==> src/rtl/idgl_pkg.sv <==
`default_nettype none

package idgl_pkg;

	localparam int OPERAND_WIDTH = 32;
	localparam int CNT_W = $clog2(OPERAND_WIDTH);

	localparam logic [OPERAND_WIDTH-1:0] MAX_POS = {1'b0, {(OPERAND_WIDTH-1){1'b1}}};

	localparam logic [2:0] OP_QUO = 3'd0;
	localparam logic [2:0] OP_REM = 3'd1;
	localparam logic [2:0] OP_MOD = 3'd2;
	localparam logic [2:0] OP_GCD = 3'd3;
	localparam logic [2:0] OP_LCM = 3'd4;

	localparam logic [1:0] ST_OK       = 2'd0;
	localparam logic [1:0] ST_DIVZERO  = 2'd1;
	localparam logic [1:0] ST_OVERFLOW = 2'd2;

	// command to the shared shift/add unit
	typedef struct packed {
		logic start;
		logic mul;
	} unit_cmd_t;

	typedef struct packed {
		logic busy;
		logic done;
	} unit_rsp_t;

endpackage

`default_nettype wire

==> src/rtl/idgl_iter_unit.sv <==
`default_nettype none

// One bit per cycle: restoring divide (lo = quotient, hi = remainder)
// or shift-add multiply ({hi, lo} = product), on one shared adder.
module idgl_iter_unit (
	input  wire logic                                 clk,
	input  wire logic                                 arst_n,
	input  wire idgl_pkg::unit_cmd_t                  cmd,
	input  wire logic [idgl_pkg::OPERAND_WIDTH-1:0]   opa,
	input  wire logic [idgl_pkg::OPERAND_WIDTH-1:0]   opb,
	output idgl_pkg::unit_rsp_t                       rsp,
	output logic [idgl_pkg::OPERAND_WIDTH-1:0]        hi,
	output logic [idgl_pkg::OPERAND_WIDTH-1:0]        lo
);

	localparam int W = idgl_pkg::OPERAND_WIDTH;

	logic                          busy_q;
	logic                          done_q;
	logic                          mul_q;
	logic [idgl_pkg::CNT_W-1:0]    cnt_q;
	logic [W-1:0]                  hi_q;
	logic [W-1:0]                  lo_q;
	logic [W-1:0]                  opb_q;

	logic [W:0]   shifted;
	logic [W+1:0] add_a;
	logic [W+1:0] add_b;
	logic [W+1:0] sum;
	logic         fits;

	always_comb begin
		shifted = {hi_q, lo_q[W-1]};
		if (mul_q) begin
			add_a = {2'b00, hi_q};
			add_b = lo_q[0] ? {2'b00, opb_q} : '0;
		end else begin
			add_a = {1'b0, shifted};
			add_b = ~{2'b00, opb_q};
		end
		sum  = add_a + add_b + (W+2)'(!mul_q);
		fits = !sum[W+1];
	end

	always_ff @(posedge clk or negedge arst_n) begin
		if (!arst_n) begin
			busy_q <= 1'b0;
			done_q <= 1'b0;
			mul_q  <= 1'b0;
			cnt_q  <= '0;
			hi_q   <= '0;
			lo_q   <= '0;
			opb_q  <= '0;
		end else begin
			done_q <= busy_q && (cnt_q == idgl_pkg::CNT_W'(W-1));
			if (cmd.start && !busy_q) begin
				busy_q <= 1'b1;
				mul_q  <= cmd.mul;
				cnt_q  <= '0;
				hi_q   <= '0;
				lo_q   <= opa;
				opb_q  <= opb;
			end else if (busy_q) begin
				if (mul_q) begin
					hi_q <= sum[W:1];
					lo_q <= {sum[0], lo_q[W-1:1]};
				end else if (fits) begin
					hi_q <= sum[W-1:0];
					lo_q <= {lo_q[W-2:0], 1'b1};
				end else begin
					hi_q <= shifted[W-1:0];
					lo_q <= {lo_q[W-2:0], 1'b0};
				end
				cnt_q <= cnt_q + 1'b1;
				if (cnt_q == idgl_pkg::CNT_W'(W-1)) begin
					busy_q <= 1'b0;
				end
			end
		end
	end

	assign rsp.busy = busy_q;
	assign rsp.done = done_q;
	assign hi       = hi_q;
	assign lo       = lo_q;

endmodule

`default_nettype wire

==> src/rtl/integer_divide_gcd_lcm_unit_top.sv <==
`default_nettype none

// Channel  Handshake             Word
// in       in_valid / in_ready   opcode, first_operand, second_operand
// out      out_valid / out_ready result_value, status
//
// Every divide or multiply pass runs on the one shared unit (W = 32). Quotient,
// remainder, modulo: one divide pass. GCD: one pass per Euclid step. LCM: the GCD
// steps plus two more. No pass: zero divisor, GCD by zero, LCM of zero, bad opcode.
// in_ready is high only when idle; a finished word waits in the output register
// while the next item is taken. Reset clears sequencer and valid state.
module integer_divide_gcd_lcm_unit_top (
	input  wire logic                                       clk,
	input  wire logic                                       arst_n,
	input  wire logic                                       in_valid,
	output logic                                            in_ready,
	input  wire logic [2:0]                                 opcode,
	input  wire logic signed [idgl_pkg::OPERAND_WIDTH-1:0]  first_operand,
	input  wire logic signed [idgl_pkg::OPERAND_WIDTH-1:0]  second_operand,
	output logic                                            out_valid,
	input  wire logic                                       out_ready,
	output logic signed [idgl_pkg::OPERAND_WIDTH-1:0]       result_value,
	output logic [1:0]                                      status
);

	localparam int W = idgl_pkg::OPERAND_WIDTH;

	typedef enum logic [2:0] {
		S_IDLE,
		S_DIV,
		S_GCD,
		S_LCMDIV,
		S_LCMMUL,
		S_PUSH
	} state_t;

	state_t                 state_q;
	logic [2:0]             op_q;
	logic                   na_q;
	logic                   nb_q;
	logic [W-1:0]           ma_q;
	logic [W-1:0]           mb_q;
	logic [W-1:0]           y_q;
	logic [W-1:0]           val_q;
	logic                   vneg_q;
	logic [1:0]             st_q;
	logic                   out_valid_q;
	logic [W-1:0]           result_q;
	logic [1:0]             status_q;
	idgl_pkg::unit_cmd_t    ucmd_q;
	logic [W-1:0]           ua_q;
	logic [W-1:0]           ub_q;

	idgl_pkg::unit_rsp_t    ursp;
	logic [W-1:0]           u_hi;
	logic [W-1:0]           u_lo;

	logic [W-1:0]           a_raw;
	logic [W-1:0]           b_raw;
	logic                   na_d;
	logic                   nb_d;
	logic [W-1:0]           ma_d;
	logic [W-1:0]           mb_d;
	logic                   slot_free;

	idgl_iter_unit u_iter (
		.clk    (clk),
		.arst_n (arst_n),
		.cmd    (ucmd_q),
		.opa    (ua_q),
		.opb    (ub_q),
		.rsp    (ursp),
		.hi     (u_hi),
		.lo     (u_lo)
	);

	always_comb begin
		a_raw     = first_operand;
		b_raw     = second_operand;
		na_d      = a_raw[W-1];
		nb_d      = b_raw[W-1];
		ma_d      = na_d ? (~a_raw + 1'b1) : a_raw;
		mb_d      = nb_d ? (~b_raw + 1'b1) : b_raw;
		slot_free = !out_valid_q || out_ready;
	end

	always_ff @(posedge clk or negedge arst_n) begin
		if (!arst_n) begin
			state_q     <= S_IDLE;
			op_q        <= '0;
			na_q        <= 1'b0;
			nb_q        <= 1'b0;
			ma_q        <= '0;
			mb_q        <= '0;
			y_q         <= '0;
			val_q       <= '0;
			vneg_q      <= 1'b0;
			st_q        <= idgl_pkg::ST_OK;
			out_valid_q <= 1'b0;
			result_q    <= '0;
			status_q    <= idgl_pkg::ST_OK;
			ucmd_q      <= '0;
			ua_q        <= '0;
			ub_q        <= '0;
		end else begin
			if (out_valid_q && out_ready && state_q != S_PUSH) begin
				out_valid_q <= 1'b0;
			end
			unique case (state_q)
				S_IDLE: begin
					if (in_valid) begin
						op_q   <= opcode;
						na_q   <= na_d;
						nb_q   <= nb_d;
						ma_q   <= ma_d;
						mb_q   <= mb_d;
						y_q    <= mb_d;
						vneg_q <= 1'b0;
						ua_q   <= ma_d;
						ub_q   <= mb_d;
						ucmd_q.mul <= 1'b0;
						unique case (opcode)
							idgl_pkg::OP_QUO, idgl_pkg::OP_REM, idgl_pkg::OP_MOD: begin
								val_q <= '0;
								if (mb_d == '0) begin
									st_q         <= idgl_pkg::ST_DIVZERO;
									ucmd_q.start <= 1'b0;
									state_q      <= S_PUSH;
								end else begin
									st_q         <= idgl_pkg::ST_OK;
									ucmd_q.start <= 1'b1;
									state_q      <= S_DIV;
								end
							end
							idgl_pkg::OP_GCD: begin
								if (mb_d == '0) begin
									val_q <= ma_d[W-1] ? idgl_pkg::MAX_POS : ma_d;
									st_q  <= ma_d[W-1] ? idgl_pkg::ST_OVERFLOW
									                   : idgl_pkg::ST_OK;
									ucmd_q.start <= 1'b0;
									state_q      <= S_PUSH;
								end else begin
									val_q        <= '0;
									st_q         <= idgl_pkg::ST_OK;
									ucmd_q.start <= 1'b1;
									state_q      <= S_GCD;
								end
							end
							idgl_pkg::OP_LCM: begin
								val_q <= '0;
								st_q  <= idgl_pkg::ST_OK;
								if (ma_d != '0 && mb_d != '0) begin
									ucmd_q.start <= 1'b1;
									state_q      <= S_GCD;
								end else begin
									ucmd_q.start <= 1'b0;
									state_q      <= S_PUSH;
								end
							end
							default: begin
								val_q        <= '0;
								st_q         <= idgl_pkg::ST_OK;
								ucmd_q.start <= 1'b0;
								state_q      <= S_PUSH;
							end
						endcase
					end else begin
						ucmd_q.start <= 1'b0;
					end
				end
				S_DIV: begin
					ucmd_q.start <= 1'b0;
					if (ursp.done) begin
						state_q <= S_PUSH;
						unique case (op_q)
							idgl_pkg::OP_QUO: begin
								if (na_q == nb_q && u_lo[W-1]) begin
									val_q  <= idgl_pkg::MAX_POS;
									vneg_q <= 1'b0;
									st_q   <= idgl_pkg::ST_OVERFLOW;
								end else begin
									val_q  <= u_lo;
									vneg_q <= na_q ^ nb_q;
								end
							end
							idgl_pkg::OP_MOD: begin
								if (u_hi != '0 && na_q != nb_q) begin
									val_q  <= mb_q - u_hi;
									vneg_q <= nb_q;
								end else begin
									val_q  <= u_hi;
									vneg_q <= na_q;
								end
							end
							default: begin
								val_q  <= u_hi;
								vneg_q <= na_q;
							end
						endcase
					end
				end
				S_GCD: begin
					ucmd_q.start <= ursp.done && (u_hi != '0 || op_q != idgl_pkg::OP_GCD);
					if (ursp.done) begin
						if (u_hi != '0) begin
							ua_q <= y_q;
							ub_q <= u_hi;
							y_q  <= u_hi;
						end else if (op_q == idgl_pkg::OP_GCD) begin
							val_q   <= y_q[W-1] ? idgl_pkg::MAX_POS : y_q;
							st_q    <= y_q[W-1] ? idgl_pkg::ST_OVERFLOW : idgl_pkg::ST_OK;
							state_q <= S_PUSH;
						end else begin
							ua_q    <= ma_q;
							ub_q    <= y_q;
							state_q <= S_LCMDIV;
						end
					end
				end
				S_LCMDIV: begin
					ucmd_q.start <= ursp.done;
					if (ursp.done) begin
						ua_q       <= u_lo;
						ub_q       <= mb_q;
						ucmd_q.mul <= 1'b1;
						state_q    <= S_LCMMUL;
					end
				end
				S_LCMMUL: begin
					ucmd_q.start <= 1'b0;
					if (ursp.done) begin
						if (u_hi != '0 || u_lo[W-1]) begin
							val_q <= idgl_pkg::MAX_POS;
							st_q  <= idgl_pkg::ST_OVERFLOW;
						end else begin
							val_q <= u_lo;
						end
						state_q <= S_PUSH;
					end
				end
				S_PUSH: begin
					ucmd_q.start <= 1'b0;
					if (slot_free) begin
						out_valid_q <= 1'b1;
						result_q    <= vneg_q ? (~val_q + 1'b1) : val_q;
						status_q    <= st_q;
						state_q     <= S_IDLE;
					end
				end
				default: begin
					ucmd_q.start <= 1'b0;
					state_q      <= S_IDLE;
				end
			endcase
		end
	end

	assign in_ready     = (state_q == S_IDLE);
	assign out_valid    = out_valid_q;
	assign result_value = result_q;
	assign status       = status_q;

	a_start_idle_unit: assert property (@(posedge clk) disable iff (!arst_n)
		ucmd_q.start |-> !ursp.busy)
		else $error("unit started while busy");

	a_done_expected: assert property (@(posedge clk) disable iff (!arst_n)
		ursp.done |-> (state_q == S_DIV || state_q == S_GCD ||
		               state_q == S_LCMDIV || state_q == S_LCMMUL))
		else $error("unit done with no pass pending");

	a_busy_after_accept: assert property (@(posedge clk) disable iff (!arst_n)
		in_valid && in_ready |=> !in_ready)
		else $error("ready right after accept");

	a_divzero_zero: assert property (@(posedge clk) disable iff (!arst_n)
		out_valid && status == idgl_pkg::ST_DIVZERO |-> result_q == '0)
		else $error("zero divisor word not zero");

	a_ovf_sat: assert property (@(posedge clk) disable iff (!arst_n)
		out_valid && status == idgl_pkg::ST_OVERFLOW |-> result_q == idgl_pkg::MAX_POS)
		else $error("overflow word not saturated");

endmodule

`default_nettype wire

==> config.mk <==
export PLATFORM = sky130hd
export DESIGN_NAME = integer_divide_gcd_lcm_unit_top
export DESIGN_NICKNAME = d
export VERILOG_FILES = /design/src/rtl/idgl_pkg.sv /design/src/rtl/idgl_iter_unit.sv /design/src/rtl/integer_divide_gcd_lcm_unit_top.sv
export SDC_FILE = /design/constraint.sdc
export NUM_CORES = 1
export LEC_CHECK = 0
export BUFFER_PORTS_ARGS = -buffer_cell sky130_fd_sc_hd__buf_2
export CAP_MARGIN = 10
export CORE_MARGIN = 1
export CORE_UTILIZATION = 28
export CTS_BUF_LIST = sky130_fd_sc_hd__clkbuf_8
export DETAILED_ROUTE_END_ITERATION = 8
export GPL_TIMING_DRIVEN = 0
export SETUP_SLACK_MARGIN = 0.02
export SKIP_CTS_REPAIR_TIMING = 1
export SYNTH_ARGS = -nofsm -noshare
export SYNTH_HDL_FRONTEND = slang
export SYNTH_SLANG_ARGS = --single-unit
==> constraint.sdc <==
create_clock -name clk -period 4.4 [get_ports clk]
set_input_delay 0.66 -clock clk [delete_from_list [all_inputs] [get_ports clk]]
set_output_delay 0.66 -clock clk [all_outputs]
set_load 0.03 [all_outputs]
# Word level (Yosys, flattened, before mapping)
# Index checks and enable logic that the tools add are counted.
# totals
elab_cells,197
register_bits,344
# op_classes
reduce_logical,39
n_bitwise,5
muxes,92
n_eq_ne,30
n_addsub,7
# ops
operator,count
$mux 32,32
$pmux 32 s3,2
$pmux 32 s2,2
$pmux 32 s4,1
$mux 31,4
$add 32x1->32 const B,3
$not 32->32,3
$reduce_bool 32->1,3
$add 33x34->34,1
$add 34x1->34,1
$mux 34,1
$not 32->34,1
$mux 33,1
$logic_not 32->1,1
$sub 32x32->32,1
$mux 3,10
$mux 2,12
$eq 3x2->1 const B,6
$mux 1,16
$pmux 3 s5,1
$ne 2x2->1 const B,7
$ne 2x1->1 const B,6
$mux 5,2
$reduce_and 10->1,1
30 further kinds,55

# Longest topological paths before layout
# depth
depth_word,9
ltp_mapped,18
depth_no_buf,15

# By module
# Synthesis repeated with hierarchy kept, for this count alone.
# unflattened
hier_cells,3013
hier_area_um2,24501.0
# by_module_without_submodules
module,n_inst,area_per_inst_um2,cells_per_inst
integer_divide_gcd_lcm_unit_top,1,16907.5,2206
idgl_iter_unit,1,7593.5,807

# Least setup slack after synthesis
# No wires, ideal clock.
# synth_timing
path_type,register -> register
start,register u_iter.mul_q
end,register u_iter.hi_q[30] (netlist: u_iter.hi[30])
required_ps,4278
path_slack_ps,26
period_less_slack_ps,4374
setup_time_ps,122
arrival_time_ps,4253
stages_incl_launch_ff,16
cell_sequence,dfrtp_1 > clkbuf_1 > clkbuf_1 > mux2_2 > fa_1 > inv_1 > fa_1 > nor2b_1 > o31a_1 > o41a_1 > a21o_1 > a31o_2 > a2111oi_0 > o31a_1 > o21ai_0 > a32o_1
# synth_between
elab_chain_cells,7
word_cells_on_any_way,9
classes_between,2 x add/sub; 6 x mux; 1 x reduce/logical
# synth_lines
item,line,source
"start, declared",idgl_iter_unit.sv:20,logic mul_q;
"start signal, assigned",idgl_iter_unit.sv:58,mul_q <= cmd.mul;
$mux 33 / $mux 34 (equally long branches),idgl_iter_unit.sv:34,if (mul_q) begin
$add 33x34->34,idgl_iter_unit.sv:41,sum = add_a + add_b + (W+2)'(!mul_q);
$add 34x1->34,idgl_iter_unit.sv:41,
$mux 32,idgl_iter_unit.sv:67,end else if (fits) begin
$mux 32 (*),idgl_iter_unit.sv:64,if (mul_q) begin
$mux 32 (*),idgl_iter_unit.sv:63,end else if (busy_q) begin
$mux 32 (*),idgl_iter_unit.sv:56,if (cmd.start && !busy_q) begin
"end signal, assigned",idgl_iter_unit.sv:65,hi_q <= sum[W:1];
"end signal, assigned",idgl_iter_unit.sv:68,hi_q <= sum[W-1:0];
"end signal, assigned",idgl_iter_unit.sv:71,hi_q <= shifted[W-1:0];
"end, declared",idgl_iter_unit.sv:22,logic [W-1:0] hi_q;
# Mark *: on every way between the ends. The rest lies on a longest branch, timed or not. The select of a mux whose other input is x is not followed.
# A chain may end at the register's enable or synchronous reset.

# Worst setup path in the final report
# layout_timing
start,input port second_operand[0] (netlist bit)
end,register val_q[7]
# layout_between
elab_chain_cells,8
# layout_lines
item,line,source
"start, declared",integer_divide_gcd_lcm_unit_top.sv:19,"input wire logic signed [idgl_pkg::OPERAND_WIDTH-1:0] second_operand,"
$not 32->32,integer_divide_gcd_lcm_unit_top.sv:83,mb_d = nb_d ? (~b_raw + 1'b1) : b_raw;
$add 32x1->32,integer_divide_gcd_lcm_unit_top.sv:83,
$mux 32 (*),integer_divide_gcd_lcm_unit_top.sv:83,
$logic_not 32->1 (*),integer_divide_gcd_lcm_unit_top.sv:136,if (mb_d == '0) begin
$mux 31 (*),integer_divide_gcd_lcm_unit_top.sv:136,
$mux 31 (*),integer_divide_gcd_lcm_unit_top.sv:122,unique case (opcode)
$mux 32 (*),integer_divide_gcd_lcm_unit_top.sv:111,if (in_valid) begin
$pmux 32 s4 (*),integer_divide_gcd_lcm_unit_top.sv:109,unique case (state_q)
"end signal, assigned",integer_divide_gcd_lcm_unit_top.sv:137,val_q <= ma_d[W-1] ? idgl_pkg::MAX_POS : ma_d;
"end signal, assigned",integer_divide_gcd_lcm_unit_top.sv:178,val_q <= idgl_pkg::MAX_POS;
"end signal, assigned",integer_divide_gcd_lcm_unit_top.sv:182,val_q <= u_lo;
"end, declared",integer_divide_gcd_lcm_unit_top.sv:44,logic [W-1:0] val_q;
# Marked as above.

==> flow_summary_export.csv <==
group,metric,value,unit
run_status,outcome,"finished clean",
timing,finalHoldViolations,0,
clocking,path_clk_slew,0.06,ns
timing,whs,0.2311,ns
setup_path,slowest_delay,0.68,ns
timing,relSlewSlack,0.2113,
yosys,synth_nets,3243,
setup_path,path_depth,12,
min_path,worst_hold_path_type,"input port to flip-flop",
die,die_y,298.4,um
placed_design,hpwl,90280,um
global_routing,grt_first_pass_wirelength,167000,um
die,io-pin-count,107,
routing,wirelength,115900,um
pwr,switching_share,0.4692,
layout,syn_to_final_growth,14.92,%
setup_path,worstSetupStartpointType,"input port",
clocking,clock_latency,0.69,ns
pwr,p_total,15.29,mW
layout,fin_nets,3421,
global_routing,antenna_found_initial,2,
timing,finalSetupViolCount,0,
setup_path,r2r_cells,15,
yosys,synth-main-ff-cell,"dfrtp_1",
clocking,cts_made_buffers,67,
timing,period_minus_slack,4.343,ns
pwr,p_clk_frac,0.208,
timing,finalCritPeriodShare,0.9871,
yosys,synth_area,0.02460,mm2
yosys,synth_edf_count,0,
placed_design,gp_congestion,1.049,
clocking,clockBufferDepth,3,
yosys,yosysUniqueCellTypes,95,
die,floorplan.initialDensity,0.2831,
clocking,cts.sinks,344,
pwr,p_int,8.117,mW
pwr,peakVddDrop,0.2365,mV
yosys,netlist_instances,3101,
pwr,pwr-share-seq,0.340,
routing,drt-initial-drc-count,3507,
timing,tightest_slew,1.175,ns
setup_path,r2r_slack,0.06,ns
timing,clock_skew,0.04443,ns
routing,wl_per_cell,25.89,um
die,die_w,298.4,um
yosys,async_flop_share,1.000,
yosys,synth_warnings,0,
die,rows,108,
global_routing,grt_pass1_vias,24110,
layout,layout_commonest_cell,"nand2_1",
setup_path,path_max_fanout,10,
pwr,leakagePower,11.91,nW
flow_run,maxCapViolations,0,
layout,final_cell_mix,"nand2_1, o21ai_0, dfrtp_1, a21oi_1, nor2_1",
setup_path,crit_family,"simple AND/OR/NAND/NOR gates",
yosys,syn_avg_cell_area,7.934,um2
clocking,ctsRootBufferMaster,"clkbuf_8",
setup_path,crit_type,"input port to flip-flop",
die,core,0.08689,mm2
setup_path,worstPathCellList,"clkbuf_1 > inv_1 > ha_1 > nor4b_4 > nand2_1 > o41ai_1 > xor2_1 > nand3_1 > nor4_4 > buf_2 > o21ai_0 > a31oi_1",
pwr,p_comb_frac,0.453,
global_routing,gr-total-overflow,0,
setup_path,crit_arrival,4.91,ns
setup_path,path_buf_inv,3,
placed_design,port_buffers,95,
routing,via_count,26190,
routing,remaining_drc_errors,0,
setup_path,r2r-end,"u_iter.hi[29]",
setup_path,cp.required,4.97,ns
global_routing,grtUsageTotal,0.2519,
setup_path,reg2reg_from,"u_iter.mul_q",
layout,layout-drive-gt1-share,0.1022,
routing,viasPerCell,5.852,
setup_path,worstSetupEndpoint,"val_q[7]",
setup_path,crit_slowest_cell,"nor4_4",
setup_path,crit_start,"second_operand[0]",
timing,clock.fmax,230.2,MHz
die,die_area,0.08905,mm2
timing,slew_viol_final,0,
routing,ant_nets,0,
timing,rsz0062_at_grt,"false",
routing,dr.pass1.iters,7,
pwr,power_density,540.9,mW/mm2
clocking,tritoncts,"done",
min_path,hold_depth,3,
pwr,power.switching,7.176,mW
clocking,htree_levels,3,
yosys,ys_seq_area_frac,0.3499,
setup_path,endpoint_kind,"flip-flop",
global_routing,grt_max_degree,116,
yosys,ys_ff_latch,344,
## metrics by stage
| step | area, um2 | worst slack (ns) | cells | TNS, ns | utilization |
|---|---|---|---|---|---|
| after floorplan | 24600 | 0.02579 | 3101 | 0 | - |
| after global placement | 26520 | -4.350 | 4351 | -1573.34 | 0.3053 |
| after detailed placement | 26630 | -2.181 | 4355 | -89.43 | 0.3065 |
| after CTS | 27880 | -2.214 | 4463 | -66.27 | 0.3209 |
| after global routing | 28270 | 0.001079 | 4474 | 0 | 0.3254 |
| final | 28270 | 0.05679 | 4475 | 0 | 0.3254 |
## logic make-up after synthesis
family	after synthesis	synth area share
fa+ha+maj	71	0.03702
compound gates	1099	0.2745
flops	344	0.3499
simple gates	1038	0.1963
mux	116	0.04943
xor+xnor	123	0.04440
buf+inv	310	0.04842
## routing by layer
metal / wire (um) / track usage / vias up / share of wire
li1: - / - / 11620 / -
met1: 49060 / 0.3485 / 12780 / 0.42
met2: 48400 / 0.3675 / 1500 / 0.42
met3: 12630 / 0.06172 / 288 / 0.11
met4: 5756 / 0.1155 / 2 / 0.050
met5: 7 / 0.001587 / - / 0.000060
## power by group through the flow
stage,combinational (mW),sequential [mW],clock (mW)
5_1_grt,7.44,5.16,3.32
4_1_cts,6.48,5.03,3.20
2_1_floorplan,4.46,4.38,0
3_3_place_gp,6.41,5.07,0
6_report,6.93,5.19,3.17
3_5_place_dp,6.45,5.08,0
## how the worst min path moves through the flow
| stage | from | endpoint | slack [ns] |
|---|---|---|---|
| 4_1_cts | arst_n | ma_q[21] | -0.20 |
| 5_1_grt | opcode[0] | op_q[0] | 0.27 |
| 3_5_place_dp | result_value[11] | result_value[11] | 0.47 |
| 2_1_floorplan | arst_n | ma_q[0] | 0.36 |
| 6_report | opcode[1] | op_q[1] | 0.23 |
| 3_3_place_gp | result_value[13] | result_value[13] | 0.46 |
## worst reg2reg max path, cell delays in order (launching register included)
cell and delay (ns):
dfrtp_2 0.46, buf_8 0.21, buf_8 0.21, mux2_2 0.39, fa_2 0.36, inv_1 0.08
fa_1 0.20, nor2b_1 0.07, o31a_1 0.28, o41a_1 0.39, a21o_4 0.27, a31o_4 0.29
a2111oi_4 0.44, o31a_1 0.21, o21ai_0 0.07, a32o_1 0.26
## final cells by class
cell class / instances / area [um2]
buffer: 238 / 996.0
clock inverter: 26 / 122.6
multi-input combinational: 2447 / 15020
timing repair buffer: 114 / 690.7
inverter: 67 / 255.2
fill: 9322 / 58620
tap: 1155 / 1445
clock buffer: 82 / 1129
antenna: 2 / 5.005
sequential: 344 / 8611
## registers in the layout, indices dropped and copies added (netlist names), 3 cells and up
| name | cells |
|---|---|
| ma_q | 32 |
| mb_q | 32 |
| op_q | 3 |
| result_value | 32 |
| state_q | 3 |
| u_iter.cnt_q | 5 |
| u_iter.hi | 32 |
| u_iter.lo | 32 |
| u_iter.opb_q | 32 |
| ua_q | 32 |
| ub_q | 32 |
| val_q | 32 |
| y_q | 32 |
## cells in the mapped netlist (11+ instances only)
cell | n | area (um2)
o21a_1 | 15 | 112.6
a21o_1 | 32 | 240.2
ha_1 | 68 | 850.8
and2_1 | 11 | 68.82
dfrtp_1 | 344 | 8608
mux2i_1 | 75 | 750.7
nor2_1 | 203 | 762.0
nor2b_1 | 57 | 356.6
xnor2_1 | 50 | 437.9
or4_1 | 14 | 105.1
inv_1 | 65 | 244.0
o32a_1 | 12 | 120.1
nand2_1 | 473 | 1775
a31oi_1 | 23 | 143.9
o31ai_1 | 27 | 202.7
clkbuf_1 | 222 | 833.3
a211oi_1 | 60 | 450.4
o221ai_1 | 48 | 420.4
mux2_2 | 40 | 450.4
nor3_1 | 54 | 270.3
nor4_1 | 27 | 168.9
o211ai_1 | 29 | 217.7
o21ai_0 | 467 | 2337
o41ai_1 | 14 | 122.6
buf_1 | 14 | 52.55
nand4_1 | 28 | 175.2
nand3_1 | 54 | 270.3
nand2b_1 | 23 | 143.9
a21oi_1 | 246 | 1231
xor2_1 | 71 | 621.9
and3_1 | 15 | 93.84
or3_1 | 28 | 175.2
Power figures use the tool's default switching activity.
